**config.mk**
```make
export PLATFORM = sky130hd
export DESIGN_NAME = byte_vm_instruction_execute_core
export DESIGN_NICKNAME = d
export VERILOG_FILES = /design/src/rtl/core/bvm_pkg.sv /design/src/rtl/core/bvm_alu.sv /design/src/rtl/core/bvm_regfile.sv /design/src/rtl/core/bvm_stack.sv /design/src/rtl/core/byte_vm_instruction_execute_core.sv
export SDC_FILE = /design/constraint.sdc
export NUM_CORES = 1
export LEC_CHECK = 0
export BUFFER_PORTS_ARGS = -buffer_cell sky130_fd_sc_hd__buf_2
export CORE_UTILIZATION = 30
export CTS_CLUSTER_SIZE = 20
export DETAILED_ROUTE_END_ITERATION = 8
export GPL_TIMING_DRIVEN = 0
export PLACE_DENSITY = 0.56
export REMOVE_ABC_BUFFERS = 1
export SYNTH_ARGS = -nofsm -noshare
export SYNTH_HDL_FRONTEND = slang
export SYNTH_SLANG_ARGS = --single-unit
export TNS_END_PERCENT = 100
```
**constraint.sdc**
```tcl
create_clock -name clk -period 14.1 [get_ports clk]
set_clock_uncertainty 0.1 [all_clocks]
set_input_delay 2.115 -clock clk [delete_from_list [all_inputs] [get_ports clk]]
set_output_delay 2.115 -clock clk [all_outputs]
set_load 0.01 [all_outputs]
```
**src/rtl/core/bvm_pkg.sv**
```systemverilog
package bvm_pkg;

	localparam int DEF_NUM_REGS    = 16;
	localparam int DEF_ZF_INDEX    = 12;
	localparam int DEF_CF_INDEX    = 13;
	localparam int DEF_OF_INDEX    = 14;
	localparam int DEF_PC_INDEX    = 15;
	localparam int DEF_STACK_DEPTH = 64;

	typedef logic [7:0] byte_t;

	typedef enum logic [3:0] {
		OP_MOV   = 4'd0,
		OP_ADD   = 4'd1,
		OP_SUB   = 4'd2,
		OP_MUL   = 4'd3,
		OP_CMP   = 4'd4,
		OP_PUSH  = 4'd5,
		OP_POP   = 4'd6,
		OP_JMP   = 4'd7,
		OP_BE    = 4'd8,
		OP_BNE   = 4'd9,
		OP_PRINT = 4'd10
	} func_t;

	typedef enum logic [1:0] {
		KD_RR  = 2'd0,
		KD_RI  = 2'd1,
		KD_REG = 2'd2,
		KD_IMM = 2'd3
	} kind_t;

	typedef enum logic [2:0] {
		ST_OK    = 3'd0,
		ST_KIND  = 3'd1,
		ST_FULL  = 3'd2,
		ST_EMPTY = 3'd3,
		ST_REG   = 3'd4
	} status_t;

	// one write into a memory, also kept for forwarding
	typedef struct packed {
		logic  we;
		byte_t addr;
		byte_t data;
	} wr_port_t;

	typedef struct packed {
		logic  dest_we;
		logic  flag_we;
		byte_t res;
		logic  zf;
		logic  cf;
		logic  of;
	} alu_out_t;

endpackage

```
**src/rtl/core/bvm_alu.sv**
```systemverilog
module bvm_alu (
	input  logic [3:0]         func,
	input  bvm_pkg::byte_t     x,
	input  bvm_pkg::byte_t     y,
	output bvm_pkg::alu_out_t  res
);
	import bvm_pkg::*;

	logic [8:0]  sum;
	byte_t       dif;
	logic [15:0] prod;

	always_comb begin
		sum  = {1'b0, x} + {1'b0, y};
		dif  = x - y;
		prod = x * y;
		res  = '0;
		unique case (func) inside
			OP_MOV: begin
				res.dest_we = 1'b1;
				res.res     = y;
			end
			OP_ADD: begin
				res.dest_we = 1'b1;
				res.flag_we = 1'b1;
				res.res     = sum[7:0];
				res.zf      = (sum[7:0] == 8'd0);
				res.cf      = sum[8];
				res.of      = (x[7] ^ sum[7]) & (y[7] ^ sum[7]);
			end
			OP_SUB: begin
				res.dest_we = 1'b1;
				res.flag_we = 1'b1;
				res.res     = dif;
				res.zf      = (dif == 8'd0);
				res.cf      = (x < y);
				res.of      = (x[7] ^ y[7]) & (x[7] ^ dif[7]);
			end
			OP_MUL: begin
				res.dest_we = 1'b1;
				res.res     = prod[7:0];
			end
			OP_CMP: begin
				res.flag_we = 1'b1;
				res.zf      = (x == y);
				res.cf      = ($signed(x) > $signed(y));
				res.of      = ($signed(x) < $signed(y));
			end
			default: ;
		endcase
	end

endmodule

```
**src/rtl/core/bvm_regfile.sv**
```systemverilog
module bvm_regfile #(
	parameter int NUM_REGS = bvm_pkg::DEF_NUM_REGS
) (
	input  logic              clk,
	input  logic              arst_n,
	input  logic              rd_en,
	input  bvm_pkg::byte_t    raddr_a,
	input  bvm_pkg::byte_t    raddr_b,
	input  bvm_pkg::wr_port_t wr,
	output bvm_pkg::byte_t    rdata_a,
	output bvm_pkg::byte_t    rdata_b
);
	import bvm_pkg::*;

	localparam int IDX_W = $clog2(NUM_REGS);

	byte_t               mem [NUM_REGS];
	logic [NUM_REGS-1:0] vld_q;
	byte_t               rdata_a_q;
	byte_t               rdata_b_q;
	logic [IDX_W-1:0]    ia;
	logic [IDX_W-1:0]    ib;
	logic [IDX_W-1:0]    iw;
	logic                a_in;
	logic                b_in;

	assign ia   = raddr_a[IDX_W-1:0];
	assign ib   = raddr_b[IDX_W-1:0];
	assign iw   = wr.addr[IDX_W-1:0];
	assign a_in = ({1'b0, raddr_a} < 9'(NUM_REGS));
	assign b_in = ({1'b0, raddr_b} < 9'(NUM_REGS));

	// entries never written read as zero
	always_ff @(posedge clk or negedge arst_n) begin
		if (!arst_n) begin
			vld_q <= '0;
		end else if (wr.we) begin
			vld_q[iw] <= 1'b1;
		end
	end

	always_ff @(posedge clk) begin
		if (wr.we) begin
			mem[iw] <= wr.data;
		end
		if (rd_en) begin
			rdata_a_q <= (a_in && vld_q[ia]) ? mem[ia] : 8'd0;
			rdata_b_q <= (b_in && vld_q[ib]) ? mem[ib] : 8'd0;
		end
	end

	assign rdata_a = rdata_a_q;
	assign rdata_b = rdata_b_q;

endmodule

```
**src/rtl/core/bvm_stack.sv**
```systemverilog
module bvm_stack #(
	parameter int STACK_DEPTH = bvm_pkg::DEF_STACK_DEPTH
) (
	input  logic              clk,
	input  logic              rd_en,
	input  bvm_pkg::byte_t    raddr,
	input  bvm_pkg::wr_port_t wr,
	output bvm_pkg::byte_t    rdata
);
	import bvm_pkg::*;

	localparam int ADDR_W = (STACK_DEPTH > 1) ? $clog2(STACK_DEPTH) : 1;

	byte_t mem [STACK_DEPTH];
	byte_t rdata_q;

	always_ff @(posedge clk) begin
		if (wr.we) begin
			mem[wr.addr[ADDR_W-1:0]] <= wr.data;
		end
		if (rd_en) begin
			rdata_q <= mem[raddr[ADDR_W-1:0]];
		end
	end

	assign rdata = rdata_q;

endmodule

```
**src/rtl/core/byte_vm_instruction_execute_core.sv**
```systemverilog
// pipeline: stage-1 register, then output register; one word per cycle
// unless out_stall holds the output; register file and stack reads are issued
// at accept; alu result and write-back land, with forwarding, on leaving stage 1
// reset: arst_n clears the register file (through valid bits), flags, pc and
// stack count at once; no clearing pass, stack contents undefined until pushed
module byte_vm_instruction_execute_core #(
	parameter int NUM_REGS    = bvm_pkg::DEF_NUM_REGS,
	parameter int ZF_INDEX    = bvm_pkg::DEF_ZF_INDEX,
	parameter int CF_INDEX    = bvm_pkg::DEF_CF_INDEX,
	parameter int OF_INDEX    = bvm_pkg::DEF_OF_INDEX,
	parameter int PC_INDEX    = bvm_pkg::DEF_PC_INDEX,
	parameter int STACK_DEPTH = bvm_pkg::DEF_STACK_DEPTH
) (
	input  logic       clk,
	input  logic       arst_n,
	input  logic       in_valid,
	output logic       in_stall,
	input  logic [3:0] func,
	input  logic [1:0] operand_kind,
	input  logic [7:0] first_operand,
	input  logic [7:0] second_operand,
	output logic       out_valid,
	input  logic       out_stall,
	output logic [2:0] status,
	output logic       print_valid,
	output logic [7:0] print_value,
	output logic [7:0] program_counter
);
	import bvm_pkg::*;

	localparam int CNT_W = $clog2(STACK_DEPTH + 1);
	localparam int SL_ZF = 0;
	localparam int SL_CF = 1;
	localparam int SL_OF = 2;
	localparam int SL_PC = 3;
	localparam logic [3:0][7:0] SLOT_IDX = {8'(PC_INDEX), 8'(OF_INDEX), 8'(CF_INDEX),
		8'(ZF_INDEX)};
	localparam logic [3:0] SLOT_ON = {PC_INDEX < NUM_REGS, OF_INDEX < NUM_REGS,
		CF_INDEX < NUM_REGS, ZF_INDEX < NUM_REGS};

	// handshake
	logic in_acc;
	logic out_free;
	logic s1_adv;
	logic s1_vld_q;
	logic out_vld_q;

	// accept-side decode
	logic             a_ok;
	logic             b_ok;
	status_t          st_in;
	logic             push_ok;
	logic             pop_ok;
	logic [CNT_W-1:0] cnt_q;
	byte_t            pop_addr;

	// stage 1
	logic [3:0] func_s1;
	logic [1:0] kind_s1;
	byte_t      a_s1;
	byte_t      b_s1;
	status_t    st_s1;
	byte_t      sp_s1;
	byte_t      pop_addr_s1;
	wr_port_t   rf_fwd_s1;
	wr_port_t   sk_fwd_s1;

	// execute
	byte_t           ra;
	byte_t           rb;
	byte_t           sk_rdata;
	byte_t           x_mem;
	byte_t           y_mem;
	byte_t           x;
	byte_t           y_reg;
	byte_t           y;
	byte_t           t;
	byte_t           pop_val;
	alu_out_t        alu;
	logic            dest_we;
	byte_t           dest_val;
	logic            flag_we;
	logic            pc_we;
	logic            push_we;
	logic            pv;
	byte_t           pval;
	logic [3:0][7:0] slot_q;
	logic [3:0][7:0] slot_nx;
	wr_port_t        rf_wr;
	wr_port_t        sk_wr;

	// output register
	status_t st_q;
	logic    pv_q;
	byte_t   pval_q;
	byte_t   pc_q;

	function automatic byte_t slot_rd(byte_t addr, byte_t memval, logic [3:0][7:0] sl);
		byte_t v;
		v = memval;
		for (int k = 0; k < 4; k++) begin
			if (SLOT_ON[k] && addr == SLOT_IDX[k]) begin
				v = sl[k];
			end
		end
		return v;
	endfunction

	assign out_free = !out_vld_q || !out_stall;
	assign s1_adv   = s1_vld_q && out_free;
	assign in_stall = s1_vld_q && !out_free;
	assign in_acc   = in_valid && !in_stall;

	assign a_ok     = ({1'b0, first_operand} < 9'(NUM_REGS));
	assign b_ok     = ({1'b0, second_operand} < 9'(NUM_REGS));
	assign pop_addr = 8'(cnt_q - 1'b1);

	always_comb begin
		st_in = ST_OK;
		unique case (func) inside
			OP_MOV, OP_ADD, OP_SUB, OP_MUL, OP_CMP: begin
				if (operand_kind == KD_REG || operand_kind == KD_IMM) begin
					st_in = ST_KIND;
				end else if (!a_ok || (operand_kind == KD_RR && !b_ok)) begin
					st_in = ST_REG;
				end
			end
			OP_POP: begin
				if (operand_kind != KD_REG) begin
					st_in = ST_KIND;
				end else if (!a_ok) begin
					st_in = ST_REG;
				end else if (cnt_q == '0) begin
					st_in = ST_EMPTY;
				end
			end
			OP_PUSH, OP_JMP, OP_BE, OP_BNE, OP_PRINT: begin
				if (operand_kind == KD_RR || operand_kind == KD_RI) begin
					st_in = ST_KIND;
				end else if (operand_kind == KD_REG && !a_ok) begin
					st_in = ST_REG;
				end else if (func == OP_PUSH && cnt_q >= CNT_W'(STACK_DEPTH)) begin
					st_in = ST_FULL;
				end
			end
			default: ;
		endcase
	end

	assign push_ok = (func == OP_PUSH) && (st_in == ST_OK);
	assign pop_ok  = (func == OP_POP) && (st_in == ST_OK);

	always_ff @(posedge clk or negedge arst_n) begin
		if (!arst_n) begin
			cnt_q <= '0;
		end else if (in_acc && push_ok) begin
			cnt_q <= cnt_q + 1'b1;
		end else if (in_acc && pop_ok) begin
			cnt_q <= cnt_q - 1'b1;
		end
	end

	always_ff @(posedge clk or negedge arst_n) begin
		if (!arst_n) begin
			s1_vld_q  <= 1'b0;
			out_vld_q <= 1'b0;
		end else begin
			if (in_acc) begin
				s1_vld_q <= 1'b1;
			end else if (s1_adv) begin
				s1_vld_q <= 1'b0;
			end
			if (s1_adv) begin
				out_vld_q <= 1'b1;
			end else if (out_vld_q && !out_stall) begin
				out_vld_q <= 1'b0;
			end
		end
	end

	// writes landing at the accept edge are kept for forwarding
	always_ff @(posedge clk) begin
		if (in_acc) begin
			func_s1     <= func;
			kind_s1     <= operand_kind;
			a_s1        <= first_operand;
			b_s1        <= second_operand;
			st_s1       <= st_in;
			sp_s1       <= 8'(cnt_q);
			pop_addr_s1 <= pop_addr;
			rf_fwd_s1   <= rf_wr;
			sk_fwd_s1   <= sk_wr;
		end
	end

	bvm_regfile #(
		.NUM_REGS (NUM_REGS)
	) u_regfile (
		.clk     (clk),
		.arst_n  (arst_n),
		.rd_en   (in_acc),
		.raddr_a (first_operand),
		.raddr_b (second_operand),
		.wr      (rf_wr),
		.rdata_a (ra),
		.rdata_b (rb)
	);

	bvm_stack #(
		.STACK_DEPTH (STACK_DEPTH)
	) u_stack (
		.clk   (clk),
		.rd_en (in_acc && pop_ok),
		.raddr (pop_addr),
		.wr    (sk_wr),
		.rdata (sk_rdata)
	);

	always_comb begin
		x_mem   = (rf_fwd_s1.we && rf_fwd_s1.addr == a_s1) ? rf_fwd_s1.data : ra;
		y_mem   = (rf_fwd_s1.we && rf_fwd_s1.addr == b_s1) ? rf_fwd_s1.data : rb;
		x       = slot_rd(a_s1, x_mem, slot_q);
		y_reg   = slot_rd(b_s1, y_mem, slot_q);
		y       = (kind_s1 == KD_RR) ? y_reg : b_s1;
		t       = (kind_s1 == KD_REG) ? x : a_s1;
		pop_val = (sk_fwd_s1.we && sk_fwd_s1.addr == pop_addr_s1) ? sk_fwd_s1.data : sk_rdata;
	end

	bvm_alu u_alu (
		.func (func_s1),
		.x    (x),
		.y    (y),
		.res  (alu)
	);

	always_comb begin
		dest_we  = 1'b0;
		dest_val = alu.res;
		flag_we  = 1'b0;
		pc_we    = 1'b0;
		push_we  = 1'b0;
		pv       = 1'b0;
		pval     = 8'd0;
		if (st_s1 == ST_OK) begin
			unique case (func_s1) inside
				OP_MOV, OP_ADD, OP_SUB, OP_MUL, OP_CMP: begin
					dest_we = alu.dest_we;
					flag_we = alu.flag_we;
				end
				OP_POP: begin
					dest_we  = 1'b1;
					dest_val = pop_val;
				end
				OP_PUSH:  push_we = 1'b1;
				OP_JMP:   pc_we   = 1'b1;
				OP_BE:    pc_we   = (slot_q[SL_ZF] == 8'd1);
				OP_BNE:   pc_we   = (slot_q[SL_ZF] != 8'd1);
				OP_PRINT: begin
					pv   = 1'b1;
					pval = t;
				end
				default: ;
			endcase
		end
	end

	// flag writes follow the destination write
	always_comb begin
		for (int k = 0; k < 4; k++) begin
			slot_nx[k] = slot_q[k];
			if (SLOT_ON[k]) begin
				if (dest_we && a_s1 == SLOT_IDX[k]) begin
					slot_nx[k] = dest_val;
				end
				if (pc_we && SLOT_IDX[SL_PC] == SLOT_IDX[k]) begin
					slot_nx[k] = t;
				end
				if (flag_we && SLOT_IDX[SL_ZF] == SLOT_IDX[k]) begin
					slot_nx[k] = {7'd0, alu.zf};
				end
				if (flag_we && SLOT_IDX[SL_CF] == SLOT_IDX[k]) begin
					slot_nx[k] = {7'd0, alu.cf};
				end
				if (flag_we && SLOT_IDX[SL_OF] == SLOT_IDX[k]) begin
					slot_nx[k] = {7'd0, alu.of};
				end
			end
		end
	end

	assign rf_wr = '{we: s1_adv && dest_we, addr: a_s1, data: dest_val};
	assign sk_wr = '{we: s1_adv && push_we, addr: sp_s1, data: t};

	always_ff @(posedge clk or negedge arst_n) begin
		if (!arst_n) begin
			slot_q <= '0;
		end else if (s1_adv) begin
			slot_q <= slot_nx;
		end
	end

	always_ff @(posedge clk) begin
		if (s1_adv) begin
			st_q   <= st_s1;
			pv_q   <= pv;
			pval_q <= pval;
			pc_q   <= slot_nx[SL_PC];
		end
	end

	assign out_valid       = out_vld_q;
	assign status          = st_q;
	assign print_valid     = pv_q;
	assign print_value     = pval_q;
	assign program_counter = pc_q;

endmodule

```
==> results of run 1 <==
[cell usage after synthesis (all sizes together) (17+ instances only)]
library cell | number | area share
dfrtp | 57 | 0.040
ha | 40 | 0.014
mux2 | 20 | 0.0063
mux2i | 34 | 0.0095
o21ai | 55 | 0.0076
a21oi | 52 | 0.0072
inv | 73 | 0.0076
xnor2 | 43 | 0.010
nand2 | 88 | 0.0092
nor2 | 156 | 0.016
buf | 35 | 0.0040
nor3 | 21 | 0.0032
mux4 | 266 | 0.17
and3 | 17 | 0.0030
or2 | 21 | 0.0037
edfxtp | 757 | 0.63
clkbuf | 62 | 0.0065
nand2b | 17 | 0.0030
[where the power goes]
part	total (mW)	leakage [nW]	internal, mW	switching [mW]
combinational	2.03	4.65	1.02	1.01
clock	2.25	1.34	1.32	0.933
sequential	2.87	7.67	2.76	0.106
[layout by cell type (no fill, tap or decap), types with 15 or more instances in the layout]
cell type	n
buf_2	45
nand2b_1	17
nand2_1	88
nor2_1	156
edfxtp_1	757
ha_1	39
o21ai_0	50
a21oi_1	52
clkbuf_16	84
mux4_2	266
nor3_1	15
inv_1	71
mux2i_1	34
nand3_1	15
and3_1	17
or2_2	20
dfrtp_1	56
mux2_2	17
xor2_1	15
fa_1	15
xnor2_1	41
clkbuf_1	16
[critical path, delay by kind of cell (launching register included)]
kind / cells / cell delay, ns
compound gates: 4 / 2.25
fa+ha+maj: 5 / 1.61
simple gates: 4 / 1.37
flops: 1 / 1.10
buf+inv: 5 / 1.06
xor+xnor: 2 / 0.48
mux: 1 / 0.44
[sequential cells by signal, indices dropped and copies added, names as in the netlist, 2 cells and up]
| signal | count |
|---|---|
| b_s1 | 8 |
| slot_q | 32 |
| func_s1 | 4 |
| u_regfile.rdata_b | 8 |
| u_regfile.mem | 128 |
| status | 3 |
| cnt_q | 7 |
| rf_fwd_s1 | 17 |
| kind_s1 | 2 |
| print_value | 8 |
| u_stack.rdata | 8 |
| st_s1 | 3 |
| a_s1 | 8 |
| u_regfile.rdata_a | 8 |
| sk_fwd_s1 | 16 |
| pop_addr_s1 | 8 |
| program_counter | 8 |
| u_regfile.vld_q | 16 |
| u_stack.mem | 512 |
| sp_s1 | 7 |
[routing by layer]
metal  up-vias  GRT usage  wire, µm
met5         -          0         0
met4         0     0.0402      2040
met3       139     0.0252      5020
met2       609      0.238     42800
met1     10077      0.191     36900
li1       8245          -         -
[path summary, 6_finish.rpt]
kind / to / slack [ns] / depth (start not counted)
worst max register to register: u_regfile.mem[15][5] / 5.23 / 21
min in group asynchronous: u_regfile.vld_q[15] / 1.23 / 1
worst min-delay path: sk_fwd_s1[14] / 0.33 / 0
max in group asynchronous: slot_q[31] / 12.04 / 3
worst max-delay path: u_regfile.mem[15][5] / 5.23 / 21
worst min register to register: sk_fwd_s1[14] / 0.33 / 0
[final cells by class]
type,count,area (µm²)
Multi-Input combinational cell,1044,11300
Tap cell,1600,2000
Clock inverter,48,623
Fill cell,11149,77200
Timing Repair Buffer,77,812
Sequential cell,814,24200
Inverter,73,274
Clock buffer,100,2160
[logic make-up after synthesis]
logic type      count (synthesis)  share of synthesized area
fa+ha+maj                      55                     0.0223
mux                           320                      0.182
flops                         814                      0.671
buf+inv                       170                     0.0180
simple gates                  408                     0.0540
compound gates                200                     0.0363
xor+xnor                       61                     0.0160
==> impl_metrics.csv, run 1 <==
group,metric,value,unit
clock_network,cts_hold_buf,0,
hold_path,worstHoldStart,"sp_s1[6]",
timing,fin_crit,8.87,ns
critical_path,worstPathMaxFanout,25,
place,dp_slack,5.30,ns
final_layout,antenna_cells,0,
critical_path,cp-startpoint,"b_s1[0]",
final_layout,drive_gt1_frac,0.245,
floorplan,die_y,348,µm
routing,ant_nets,0,
timing,maxSlewHeadroom,0.0994,
clock_network,cts_buffers,82,
floorplan,die_w,348,µm
critical_path,cp_slowest_stage_delay,1.10,ns
global_routing,grt_first_pass_wirelength,129000,µm
clock_network,post_cts.repair.setup_buffers,0,
routing,drtIter0Drc,1798,
clock_network,cts_tree,"yes",
critical_path,crit_slowest_cell,"edfxtp_1",
timing,post-route-period-util,0.629,
floorplan,fp-row-count,126,
routing,firstDrtPassIters,6,
timing,rsz0062_at_grt,"false",
flow_run,drv_cap,0,
final_layout,layout.nets,2173,
floorplan,coreArea,119000,µm²
critical_path,critical_path_arrival,8.97,ns
timing,fmax,0.113,GHz
global_routing,grt_max_degree,69,
clock_network,cts.clk_slew.worst_paths,0.06,ns
synthesis,avgSynthCellArea,17.7,µm²
place,place_area,38500,µm²
final_layout,instances_no_fill,3756,
synthesis,ys_async_sr_fraction,0.0700,
timing,hold_viol,0,
power_and_ir_drop,powerDensity,173,nW/µm²
global_routing,grt_antenna_before_repair,4,
clock_network,clock_latency,0.65,ns
run_status,status,"completed",
global_routing,first_global_vias,19803,
timing,holdWs,0.332,ns
routing,wl_per_cell,23.1,µm
clock_network,cts_root_buf,"clkbuf_16",
synthesis,ys_types,73,
critical_path,crit_chain,"xnor2_1 -> nand3_1 -> nor3_1 -> mux2_2 -> o31ai_1 -> inv_1 -> and2_1 -> ha_1 -> ha_1 -> inv_1 -> fa_1 -> inv_1 -> ha_1 -> inv_1 -> fa_1 -> xor2_1 -> nand2_1 -> o211ai_1 -> o21ai_0 -> a222oi_1 -> inv_1",
floorplan,initial_core_util,0.304,
synthesis,yosysWarnings,0,
critical_path,start_kind,"flop",
global_routing,grt_overflow,0,
hold_path,hold_path.class,"reg2reg",
critical_path,setup.worst_path.end_class,"flop",
timing,finalSetupViolCount,0,
synthesis,ys_seq_area_frac,0.671,
place,gp_congestion,0.865,
synthesis,synth_area,36000,µm²
floorplan,io_pins,48,
routing,vias_per_cell,5.08,
timing,worst_pin_slew,1.35,ns
clock_network,htree_levels,3,
critical_path,critical_path_class,"reg2reg",
place,place_hpwl,57000,µm
synthesis,netlist_instances,2028,
final_layout,utilization,0.349,
place,placed_cells,3607,
power_and_ir_drop,ir_worst_vdd,0.154,mV
synthesis,synth_ff_type,"edfxtp_1",
clock_network,cts_sinks,814,
timing,worst_slack,5.23,ns
place,numPortBuffers,47,
clock_network,cts_max_path_buffers,3,
floorplan,dieArea,121000,µm²
routing,totalWireLength,86700,µm
power_and_ir_drop,power.total,7.15,mW
synthesis,ys_seq_elements,814,
power_and_ir_drop,p_leak,13.6,nW
timing,finalSetupTns,0,ns
routing,drc_errors,0,
critical_path,critical_path_required,14.20,ns
timing,final_max_slew_viol_count,0,
final_layout,area_growth,14.9,%
final_layout,final_area,41300,µm²
critical_path,r2r-start,"b_s1[0]",
routing,vias,19070,
global_routing,grt.total_usage,0.143,
critical_path,cp_common_cell,"inv_1",
synthesis,synth_enable_flop_cells,757,
clock_network,cts_resized,0,
Power figures use the tool's default switching activity.
==> run 2, diff against run 1 <==
--- a/config.mk
+++ b/config.mk
@@ -5,12 +5,13 @@
 export SDC_FILE = /design/constraint.sdc
 export NUM_CORES = 1
 export LEC_CHECK = 0
+export ABC_AREA = 1
 export BUFFER_PORTS_ARGS = -buffer_cell sky130_fd_sc_hd__buf_2
 export CORE_UTILIZATION = 30
 export CTS_CLUSTER_SIZE = 20
 export DETAILED_ROUTE_END_ITERATION = 8
 export GPL_TIMING_DRIVEN = 0
-export PLACE_DENSITY = 0.56
+export PLACE_DENSITY = 0.57
 export REMOVE_ABC_BUFFERS = 1
 export SYNTH_ARGS = -nofsm -noshare
 export SYNTH_HDL_FRONTEND = slang
==> constraint.sdc (replaced) <==
create_clock -name clk -period 7.35 [get_ports clk]
set_clock_uncertainty 0.1 [all_clocks]
set_input_delay 1.1025 -clock clk [delete_from_list [all_inputs] [get_ports clk]]
set_output_delay 1.1025 -clock clk [all_outputs]
set_load 0.01 [all_outputs]
==> run 2 against run 1 <==
Sequential share of layout area down 1.0 points. Highest routed layer is now met5. First-iteration DRC count rose by 37%. Largest power group unchanged. Critical path type unchanged. Count of clock-buffer cells in the layout grew 12. Core utilization fell by 0.35 points. Setup slack got worse by 4.6 ns. Largest cell class unchanged.
==> impl_metrics.csv, run 2 <==
group,metric,value,unit
floorplan,fp-row-count,128,
timing,maxSlewHeadroom,0.109,
power_and_ir_drop,intPower,9.09,mW
floorplan,dieArea,124000,µm²
place,gp_congestion,0.898,
floorplan,io_pins,48,
timing,holdWs,0.328,ns
global_routing,grt_overflow,0,
synthesis,ys_seq_area_frac,0.655,
clock_network,cts_max_path_buffers,3,
final_layout,area_growth,14.0,%
synthesis,synth_compound_area_frac,0.148,
synthesis,synth_adder_area_share,0.0217,
routing,drtIter0Drc,2468,
routing,firstDrtPassIters,8,
critical_path,worstPathMaxFanout,18,
clock_network,cts_buffers,83,
synthesis,synth_top_family_by_area,"compound AO/OA/AOI/OAI gates",
critical_path,cp_common_cell,"nand2_1",
routing,totalWireLength,101000,µm
place,place_area,39500,µm²
routing,dr_wl_met3,7670,µm
final_layout,drive_gt1_frac,0.0829,
timing,fmax,0.149,GHz
synthesis,ys_types,52,
clock_network,cts_root_buf,"clkbuf_16",
power_and_ir_drop,seq_power_share,0.378,
routing,met2_length,46700,µm
critical_path,critical_path_arrival,7.14,ns
routing,ant_nets,0,
hold_path,worstHoldStart,"sp_s1[6]",
hold_path,hold_path.class,"reg2reg",
synthesis,synthTopCellsByCount,"edfxtp_1, o21ai_0, nor2_1",
floorplan,die_w,353,µm
power_and_ir_drop,p_leak,14.7,nW
timing,finalSetupViolCount,0,
routing,drc_errors,0,
timing,post-route-period-util,0.911,
timing,worst_pin_slew,1.32,ns
clock_network,cts_hold_buf,0,
synthesis,netlist_instances,3346,
place,dp_slack,0.396,ns
final_layout,layout.nets,3429,
synthesis,synth_enable_flop_cells,757,
routing,wl_met1,44100,µm
critical_path,cp_slowest_stage_delay,0.50,ns
place,place_hpwl,64100,µm
synthesis,synth_xor_xnor_area_share,0.00831,
power_and_ir_drop,netSwitchingPower,5.46,mW
synthesis,yosys-top-cells-area,"edfxtp_1, o21ai_0, nor2_1",
critical_path,critical_path_required,7.79,ns
final_layout,largest_register_ffs,512,
power_and_ir_drop,p_comb_frac,0.345,
critical_path,start_kind,"flop",
synthesis,avgSynthCellArea,11.0,µm²
synthesis,yosysWarnings,0,
floorplan,initial_core_util,0.303,
final_layout,largest-register,"u_stack.mem",
synthesis,synth_top_area_share,0.616,
synthesis,synth_mux_area_frac,0,
timing,final_max_slew_viol_count,0,
place,numPortBuffers,47,
critical_path,setup.worst_path.end_class,"flop",
critical_path,cp-startpoint,"b_s1[6]",
routing,wl_per_cell,20.1,µm
clock_network,cts.clk_slew.worst_paths,0.06,ns
floorplan,coreArea,122000,µm²
global_routing,first_global_vias,24676,
clock_network,cts_tree,"yes",
timing,hold_viol,0,
final_layout,utilization,0.345,
final_layout,final_common_cell,"edfxtp_1",
power_and_ir_drop,powerDensity,346,nW/µm²
global_routing,grt.total_usage,0.159,
global_routing,grt_first_pass_wirelength,153000,µm
power_and_ir_drop,pwr-share-clk,0.277,
critical_path,critical_path_class,"reg2reg",
floorplan,die_y,353,µm
routing,vias,25832,
synthesis,synth_area,36900,µm²
global_routing,grt_antenna_before_repair,4,
routing,vias_per_cell,5.13,
timing,worst_slack,0.655,ns
clock_network,clock_latency,0.65,ns
clock_network,htree_levels,3,
final_layout,largestRegisters,"u_stack.mem x512, u_regfile.mem x128, slot_q x32",
synthesis,synth_ff_type,"edfxtp_1",
power_and_ir_drop,p_sw_frac,0.375,
global_routing,grt_max_degree,157,
flow_run,drv_cap,0,
clock_network,cts_sinks,814,
run_status,status,"completed",
synthesis,yosys.area_share.simple,0.120,
timing,rsz0062_at_grt,"false",
routing,top_layer,"met5",
critical_path,r2r-start,"b_s1[6]",
synthesis,yosysMostFrequentCell,"edfxtp_1",
final_layout,final_area,42100,µm²
synthesis,ys_async_sr_fraction,0.0700,
power_and_ir_drop,ir_worst_vdd,0.406,mV
timing,finalSetupTns,0,ns
final_layout,final_cell_mix,"edfxtp_1, o21ai_0, nor2_1",
timing,fin_crit,6.69,ns
critical_path,crit_slowest_cell,"edfxtp_1",
synthesis,synth_top_area_cell,"edfxtp_1",
synthesis,ys_seq_elements,814,
## run 2: cell count changes after synthesis, sizes merged, moves of 98 or more
cell   previous run  this run
inv              73       283
nand2            88       335
a21oi            52       150
o21ai            55       509
mux4            266         0
nor2            156       487
nand3            15       169
## run 2: power by group through the flow
| stage | logic, mW | clock network, mW | registers, mW |
|---|---|---|---|
| after floorplan | 2.84 | 0 | 5.66 |
| after global placement | 4.68 | 0 | 5.82 |
| after detailed placement | 5.01 | 0 | 5.59 |
| after CTS | 5.02 | 4.11 | 5.50 |
| after global routing | 5.48 | 4.26 | 5.51 |
| final | 5.02 | 4.03 | 5.50 |
## run 2: layer usage
| layer | global-route usage | vias up |
|---|---|---|
| li1 | - | 12048 |
| met3 | 0.0300 | 177 |
| met1 | 0.219 | 12685 |
| met2 | 0.252 | 914 |
| met4 | 0.0492 | 8 |
| met5 | 0 | - |
## run 2: repair_timing
item / CTS / global route
setup buffers: 0 / 2
setup endpoints to repair: 0 / 20
gates resized for setup: 0 / 1
## run 2: metrics by stage
stage	cells	power (mW)
after floorplan	3176	8.50
after CTS	5037	14.6
after global placement	4848	10.5
after global routing	5039	15.3
final	5040	14.5
after detailed placement	4886	10.6
## run 2: final cells by class
cell class | count | area (µm²)
Clock buffer | 112 | 2240
Inverter | 288 | 1100
Clock inverter | 39 | 314
Tap cell | 1625 | 2030
Multi-Input combinational cell | 2074 | 11200
Timing Repair Buffer | 87 | 1050
Antenna cell | 1 | 2.50
Fill cell | 12071 | 79800
Sequential cell | 814 | 24200
## run 2: final timing paths
| check | to | slack, ns | cells past startpoint |
|---|---|---|---|
| max reg2reg | slot_q[7] | 0.66 | 39 |
| max | slot_q[7] | 0.66 | 39 |
| min reg2reg | sk_fwd_s1[14] | 0.33 | 0 |
| min in group asynchronous | u_regfile.vld_q[8] | 0.43 | 1 |
| max in group asynchronous | cnt_q[0] | 6.03 | 1 |
| min | sk_fwd_s1[14] | 0.33 | 0 |
## run 2: critical path, delay by kind of cell (launching register included)
| family | cells | cell delay [ns] |
|---|---|---|
| compound gates | 2 | 0.24 |
| fa+ha+maj | 6 | 2.07 |
| buf+inv | 10 | 0.82 |
| flops | 1 | 0.50 |
| simple gates | 21 | 2.86 |
## run 2: kinds of logic after synthesis
kind of cell / Yosys count
adders and majority gates: 55
and+or+nand+nor: 1044
DFF: 814
buffers and inverters: 458
AOI/OAI and AO/OA: 940
xor gates and xnor gates: 35
